--- config.mk ---
export PLATFORM = sky130hd
export DESIGN_NAME = spca_div
export DESIGN_NICKNAME = d
export VERILOG_FILES = /design/src/hw/rtl/slab_page_chunk_allocator_defines.svh /design/src/hw/rtl/spca_pkg.sv /design/src/hw/rtl/spca_div.sv
export SDC_FILE = /design/constraint.sdc
export NUM_CORES = 1
export LEC_CHECK = 0
export ABC_CLOCK_PERIOD_IN_PS = 4300
export BUFFER_PORTS_ARGS = -buffer_cell sky130_fd_sc_hd__buf_2
export CORE_MARGIN = 5
export CORE_UTILIZATION = 50
export DETAILED_ROUTE_END_ITERATION = 8
export PLACE_DENSITY_LB_ADDON = 0.08
export RECOVER_POWER = 100
export REMOVE_ABC_BUFFERS = 1
export SYNTH_ARGS = -nofsm -noshare
export SYNTH_HDL_FRONTEND = slang
export SYNTH_SLANG_ARGS = --single-unit
--- constraint.sdc ---
create_clock -name i_clk -period 4.3 [get_ports i_clk]
set_clock_uncertainty 0.1 [all_clocks]
set_input_delay 0.86 -clock i_clk [delete_from_list [all_inputs] [get_ports i_clk]]
set_output_delay 0.86 -clock i_clk [all_outputs]
set_load 0.05 [all_outputs]
--- src/hw/rtl/slab_page_chunk_allocator_defines.svh ---
// ----------------------------------------------------------------------------
// Slab page chunk allocator assertion macros
// Concurrent-assertion wrappers; define ASSERT_OFF to compile them out.
// ----------------------------------------------------------------------------
`ifndef SLAB_PAGE_CHUNK_ALLOCATOR_DEFINES_SVH
`define SLAB_PAGE_CHUNK_ALLOCATOR_DEFINES_SVH

`ifndef ASSERT_OFF

// Hold c in the same cycle whenever a holds.
`define SPCA_ASSERT_IMPLY(label, clk, rst_n, a, c, msg) \
    label: assert property (@(posedge clk) disable iff (!rst_n) (a) |-> (c)) \
        else $error(msg);

// Hold c in the cycle after a holds.
`define SPCA_ASSERT_NEXT(label, clk, rst_n, a, c, msg) \
    label: assert property (@(posedge clk) disable iff (!rst_n) (a) |=> (c)) \
        else $error(msg);

`else

`define SPCA_ASSERT_IMPLY(label, clk, rst_n, a, c, msg)
`define SPCA_ASSERT_NEXT(label, clk, rst_n, a, c, msg)

`endif

`endif

--- src/hw/rtl/spca_pkg.sv ---
// ----------------------------------------------------------------------------
// spca_pkg
// Shared constants, codes and types of the slab page chunk allocator.
// ----------------------------------------------------------------------------
`default_nettype none

package spca_pkg;

    localparam int MAX_CHUNKS   = 8192;
    localparam int HEADER_BYTES = 8;

    localparam int PAGE_W   = 17;
    localparam int CHUNK_W  = 16;
    localparam int OFFS_W   = 16;
    localparam int STRIDE_W = 17;
    localparam int STAT_W   = 2;
    localparam int CFG_IDX_W = 2;
    localparam int CNT_W    = $clog2(MAX_CHUNKS + 1);
    localparam int ADDR_W   = $clog2(MAX_CHUNKS);

    localparam int RESET_PAGE   = 4096;
    localparam int RESET_CHUNK  = 64;
    localparam int RESET_STRIDE = RESET_CHUNK + HEADER_BYTES;
    localparam int RESET_QUO    = RESET_PAGE / RESET_STRIDE;
    localparam int RESET_COUNT  = (RESET_QUO > MAX_CHUNKS) ? MAX_CHUNKS : RESET_QUO;

    localparam int DIV_STEPS = PAGE_W;
    localparam int DIV_CNT_W = $clog2(DIV_STEPS);

    localparam logic [STAT_W-1:0] ST_OK    = 2'd0;
    localparam logic [STAT_W-1:0] ST_EMPTY = 2'd1;
    localparam logic [STAT_W-1:0] ST_FULL  = 2'd2;

    localparam logic OP_ALLOC = 1'b0;
    localparam logic OP_FREE  = 1'b1;

    localparam logic [CFG_IDX_W-1:0] CFG_PAGE  = 2'd0;
    localparam logic [CFG_IDX_W-1:0] CFG_CHUNK = 2'd1;

    typedef struct packed {
        logic                start;
        logic [PAGE_W-1:0]   dividend;
        logic [STRIDE_W-1:0] divisor;
    } t_div_req;

    typedef struct packed {
        logic              done;
        logic [PAGE_W-1:0] quotient;
    } t_div_rsp;

endpackage

`default_nettype wire

--- src/hw/rtl/spca_div.sv ---
// ----------------------------------------------------------------------------
// spca_div
// Restoring divider, one quotient bit per cycle, for the chunk count.
// ----------------------------------------------------------------------------
`default_nettype none

module spca_div (
    input  wire logic                i_clk,
    input  wire logic                i_rst_n,
    input  wire spca_pkg::t_div_req  i_req,
    output spca_pkg::t_div_rsp       o_rsp
);

    import spca_pkg::*;

    logic                 r_busy;
    logic                 r_done;
    logic [DIV_CNT_W-1:0] r_cnt;
    logic [PAGE_W:0]      r_rem;
    logic [PAGE_W-1:0]    r_quo;
    logic [STRIDE_W-1:0]  r_dvs;

    logic [PAGE_W:0] shifted;
    logic [PAGE_W:0] dvs_ext;
    logic [PAGE_W:0] diff;
    logic            ge;

    assign shifted = {r_rem[PAGE_W-1:0], r_quo[PAGE_W-1]};
    assign dvs_ext = (PAGE_W + 1)'(r_dvs);
    assign ge      = shifted >= dvs_ext;
    assign diff    = shifted - dvs_ext;

    always_ff @(posedge i_clk) begin
        if (!i_rst_n) begin
            r_busy <= 1'b0;
            r_done <= 1'b0;
            r_cnt  <= '0;
        end else if (i_req.start) begin
            r_busy <= 1'b1;
            r_done <= 1'b0;
            r_cnt  <= '0;
        end else if (r_busy) begin
            r_cnt <= r_cnt + 1'b1;
            if (r_cnt == DIV_CNT_W'(DIV_STEPS - 1)) begin
                r_busy <= 1'b0;
                r_done <= 1'b1;
            end
        end else begin
            r_done <= 1'b0;
        end
    end

    // shift the dividend out of the quotient register as quotient bits enter
    always_ff @(posedge i_clk) begin
        if (i_req.start) begin
            r_rem <= '0;
            r_quo <= i_req.dividend;
            r_dvs <= i_req.divisor;
        end else if (r_busy) begin
            r_rem <= ge ? diff : shifted;
            r_quo <= {r_quo[PAGE_W-2:0], ge};
        end
    end

    assign o_rsp.done     = r_done;
    assign o_rsp.quotient = r_quo;

endmodule

`default_nettype wire
==> flow_summary.toml, run 1 <==
[die]
core_area_um2 = 5990
start_util_pct = 52.1
die_h_um = 89
die_area_um2 = 7920
core.rowCount = 28
die_w_um = 89
num_io_pins = 55

[clock_network]
clock_latency_ns = 0.34
tritoncts = "yes"
clkTransAtPathRegs_ns = 0.07
clock-sinks = 58
h-tree-depth = 3
cts_resized = 0
postCtsHoldBufs = 0
cts_root_buf = "clkbuf_8"
cts_buffer_depth = 2
post_cts_buffers = 0
numCtsBuffers = 9

[final_layout]
mostFrequentLayoutCells = "buf_2 (35), edfxtp_1 (34), nor2_1 (29)"
drive_gt1_share_pct = 21.8
diodes = 0
seq_area_um2 = 1500
multi_input_area_um2 = 1440
final_common_cell = "buf_2"
nNetsFinal = 401
areaGrowthSynthToFinish_pct = 16.2
nFillCells = 525

[logic_synthesis]
synth_async_sr_flop_share_pct = 0
synth_top_area_share_pct = 32.7
yosys_warnings = 0
synth_top_area_cell = "edfxtp_1"
synth_area_leaders = "edfxtp_1 (33%), dfxtp_1 (15%), ha_1 (7.6%)"
synth_edf_count = 34
syn_avg_cell_area_um2 = 10.9
netlist_area_um2 = 3120
ys_types = 47
yosysSeqAreaShare_pct = 48.1
syn_inst = 286
synth-seq-cells = 58
synth_flop_cell = "edfxtp_1"

[critical_path]
critPathRequiredTime_ns = 4.29
endpoint_kind = "flop"
setup.worst_path.end = "r_quo[0]$_DFFE_PP_"
worstRegToRegCells = 11
ff2ff_setup_slack_ns = 0.75
critPathMaxFanout = 17
crit_slowest_cell = "a221oi_1"
worst_setup_path_start_kind = "flop"
crit_start = "r_quo[16]$_DFFE_PP_"
crit_type = "reg -> reg"
timing.rr.start = "r_quo[16]$_DFFE_PP_"
r2r-end = "r_quo[0]$_DFFE_PP_"
path_cells = "inv_1, ha_1, inv_1, fa_1, a21o_1, a221oi_1, o221ai_1, a2bb2oi_1, o41ai_2, clkbuf_2, mux2_2"
critical-path-max-stage-delay_ns = 0.43
cp.arrival_ns = 3.55
path_common_cell = "inv_1"

[min_path]
hold_path.class = "reg -> reg"

[grt]
grt_pass1_vias = 2242
antenna_found_initial = 0
grt_max_degree = 27
track_usage_pct = 16.8
grt_overflow_total = 0
grt_pass1_wl_um = 10100

[power]
leakage_nw = 1.50
powerDensity_nw_per_um2 = 439
irDropWorstVdd_mv = 0.286
p_total_mw = 1.59

[sta]
fin_crit_sh_pct = 82.7
relSlewSlack_pct = 13.1
post-route-min-period_ns = 3.55
holdWs_ns = 0.374
slew_viol_final = 0
clock.fmax_mhz = 281
setup-violations-final = 0
tightest_slew_ns = 1.30
rsz0062_at_grt = "false"
finalSetupTns_ns = 0
hold_violations = 0

[drt]
drc = 0
avgRoutedWirePerCell_um = 14.3
wl_um = 6070
first_pass_iters = 4
dr_total_vias = 2254
via_per_inst = 5.32
final_antenna_net_count = 0
drtIter0Drc = 87

[place]
dp.final_hpwl_um = 4520
gp_congestion = 0.845
port_buffers = 54

[status]
status = "complete, no violations"

[flow_run]
maxCapViolCount = 0
==> cells by family (layout without fill, tap and decap cells) <==
logic type / after synthesis / in the layout / share of synthesized area, %
adder cells (fa/ha/maj): 20 / 20 / 8.26
multiplexers: 29 / 29 / 10.1
XOR/XNOR: 17 / 17 / 4.77
flip-flops: 58 / 58 / 48.1
AND/OR/NAND/NOR: 64 / 64 / 9.50
AO/OA/AOI/OAI: 62 / 62 / 14.6
buffers and inverters: 36 / 99 / 4.73
==> sequential cells by signal, indices dropped and copies added, names as in the netlist <==
register,cells
r_busy,1
r_done,1
r_quo,17
r_cnt,5
r_rem,17
r_dvs,17
==> worst min path at each step <==
stage | startpoint | to | slack [ns] | depth (start not counted)
floorplan | r_rem[15]$_SDFFE_PP0P_ | r_rem[15]$_SDFFE_PP0P_ | 0.36 | 2
global placement | r_done$_SDFFE_PP0P_ | r_done$_SDFFE_PP0P_ | 0.35 | 2
detailed placement | r_done$_SDFFE_PP0P_ | r_done$_SDFFE_PP0P_ | 0.36 | 2
CTS | r_done$_SDFFE_PP0P_ | r_done$_SDFFE_PP0P_ | 0.38 | 2
global route | r_done$_SDFFE_PP0P_ | r_done$_SDFFE_PP0P_ | 0.41 | 2
finish | r_done$_SDFFE_PP0P_ | r_done$_SDFFE_PP0P_ | 0.37 | 2
==> cell usage after synthesis, types with 4 or more instances <==
cell	instances
nand4_1	4
ha_1	19
dfxtp_1	24
o21ai_0	11
edfxtp_1	34
nand2_1	15
xor2_1	8
a21oi_1	12
mux2_2	19
xnor2_1	9
nand3_1	4
a211oi_1	13
o21a_1	5
clkbuf_1	5
mux2i_1	10
nor2_1	29
inv_1	26
==> layer usage <==
metal / vias to the layer above / wire length (um) / track usage [%]
li1: 1151 / - / -
met1: 1052 / 2680 / 19.7
met2: 46 / 2870 / 26.8
met3: 5 / 463 / 9.22
met4: 0 / 55 / 4.87
met5: - / 0 / 0
==> worst max-delay path: cells and delay by family, from the launching register on <==
family	cells	cell delay [ns]
AOI/OAI and AO/OA	5	1.35
adders and majority gates	2	0.59
buffers and inverters	3	0.51
DFF	1	0.40
muxes	1	0.36
==> power breakdown <==
group          internal (mW)  switching [mW]  total (mW)
registers              0.641          0.0277       0.668
logic                  0.137           0.218       0.355
clock network          0.355           0.214       0.569
==> through the flow <==
step / worst slack [ns] / utilization [%] / std cells / area, um^2
floorplan: 0.932 / - / 276 / 3070
detailed placement: 1.04 / 57.7 / 408 / 3460
finish: 0.745 / 60.5 / 424 / 3620
CTS: 0.984 / 61.5 / 424 / 3680
global placement: 1.18 / 57.7 / 408 / 3460
global route: 0.407 / 60.5 / 424 / 3620
==> layout make-up <==
class,instances,share of cell area [%]
repair buffers,57,7.25
clock inverters,5,2.11
flip-flops and latches,58,41.4
clock buffers,11,4.18
well taps,75,2.59
inverters,26,2.69
multi-input cells,192,39.8
Note: power is estimated with default switching activity, not from simulation.
==> run 2: changes to the inputs <==
- ABC_CLOCK_PERIOD_IN_PS: 4300 -> 3350
- clock period: 4.3 -> 3.35 ns (I/O delays scaled with it)
==> flow_summary.toml, run 2 (synthesis gave the netlist of run 1 again) <==
[status]
status = "complete, no violations"

[sta]
tightest_slew_ns = 0.840
setup-violations-final = 0
fin_crit_sh_pct = 92.1
clock.fmax_mhz = 324
slew_viol_final = 0
relSlewSlack_pct = 44.0
rsz0062_at_grt = "false"
post-route-min-period_ns = 3.09
finalSetupTns_ns = 0
hold_violations = 0

[drt]
drtIter0Drc = 76
first_pass_iters = 4
drc = 0
via_per_inst = 5.33
wl_um = 6180
final_antenna_net_count = 0
avgRoutedWirePerCell_um = 14.5
dr_total_vias = 2264

[clock_network]
tritoncts = "yes"
clock_latency_ns = 0.33
clock-sinks = 58
cts_buffer_depth = 2
h-tree-depth = 3
cts_root_buf = "clkbuf_8"
clkTransAtPathRegs_ns = 0.06
numCtsBuffers = 9

[critical_path]
critical-path-max-stage-delay_ns = 0.41
cp.arrival_ns = 3.20
crit_slowest_cell = "edfxtp_1"
endpoint_kind = "flop"
path_cells = "inv_1, ha_1, inv_1, fa_1, a21o_1, a221oi_4, o221ai_2, a2bb2oi_2, o41ai_2, clkbuf_1, and4b_1, a211oi_1, o21ai_0"
crit_type = "reg -> reg"
cpLargestDelayFamily = "compound AO/OA/AOI/OAI gates"
worst_setup_path_start_kind = "flop"
critPathBufInv = 3
timing.rr.start = "r_quo[16]$_DFFE_PP_"
critPathMaxFanout = 7
critPathRequiredTime_ns = 3.46
path_common_cell = "inv_1"
crit_start = "r_quo[16]$_DFFE_PP_"

[final_layout]
fin_area_um2 = 3660
nNetsFinal = 403
final_common_cell = "buf_2"
mostFrequentLayoutCells = "buf_2 (35), edfxtp_1 (34), nor2_1 (29)"
utilization_pct = 61.1
seq_area_um2 = 1500
diodes = 0
nFillCells = 520
multi_input_area_um2 = 1480
top_regs = "r_dvs: 17 flops, r_quo: 17 flops, r_rem: 17 flops"
drive_gt1_share_pct = 22.6
areaGrowthSynthToFinish_pct = 17.2

[min_path]
hold_path.class = "reg -> reg"
min-delay-start = "r_done$_SDFFE_PP0P_"

[power]
powerDensity_nw_per_um2 = 559
p_total_mw = 2.05
leakage_nw = 1.51
irDropWorstVdd_mv = 0.323

[die]
core_area_um2 = 5990
start_util_pct = 52.1
die_h_um = 89
die_w_um = 89
num_io_pins = 55
core.rowCount = 28
die_area_um2 = 7920

[grt]
grt_overflow_total = 0
grt_pass1_vias = 2315
grt_pass1_wl_um = 10600
antenna_found_initial = 0
grt_max_degree = 36
track_usage_pct = 17.5

[place]
placed_area_um2 = 3460
port_buffers = 54
dp.final_hpwl_um = 4620
gp_congestion = 0.814

[flow_run]
maxCapViolCount = 0
[run 2: power by group]
group          internal [mW]  switching, mW
clock                  0.453          0.263
combinational          0.183          0.290
sequential             0.822         0.0355
[run 2: final cells by class]
cell class | count | area share [%]
repair buffers | 59 | 7.42
inverters | 26 | 2.67
clock inverters | 3 | 1.74
clock buffers | 12 | 4.24
multi-input cells | 192 | 40.3
flip-flops and latches | 58 | 41.0
well taps | 75 | 2.56
[run 2: layer usage]
layer  global-route usage [%]  vias up  wire [um]
li1                         -     1150          -
met1                     21.5     1050       2850
met2                     28.1       56       2860
met3                     6.08        8        370
met4                     7.04        0        107
met5                        0        -          0
[run 2: path summary, 6_finish.rpt]
check | end | cells after the start | slack [ns]
min | r_done$_SDFFE_PP0P_ | 2 | 0.37
min reg2reg | r_done$_SDFFE_PP0P_ | 2 | 0.37
max reg2reg | r_rem[13]$_SDFFE_PP0P_ | 13 | 0.26
max | r_rem[13]$_SDFFE_PP0P_ | 13 | 0.26
[run 2: stage by stage]
step	hold WS, ns	instances	setup slack [ns]
floorplan	0.360	276	-0.0185
detailed placement	0.353	408	0.112
CTS	0.370	423	0.0858
global route	0.381	425	0.0134
global placement	0.357	408	0.228
finish	0.365	425	0.263
[run 2: tightest hold or removal path, cell delays in order (launching register included)]
cell,delay (ns)
dfxtp_1,0.31
inv_1,0.05
a211oi_1,0.05
[run 2: what timing repair did]
| item | CTS | global route |
|---|---|---|
| resized for setup | 0 | 3 |
| endpoints found under the hold margin | 0 | 0 |
| hold buffers | 0 | 0 |
| buffers inserted | 0 | 2 |
| endpoints found under the setup margin | 0 | 8 |
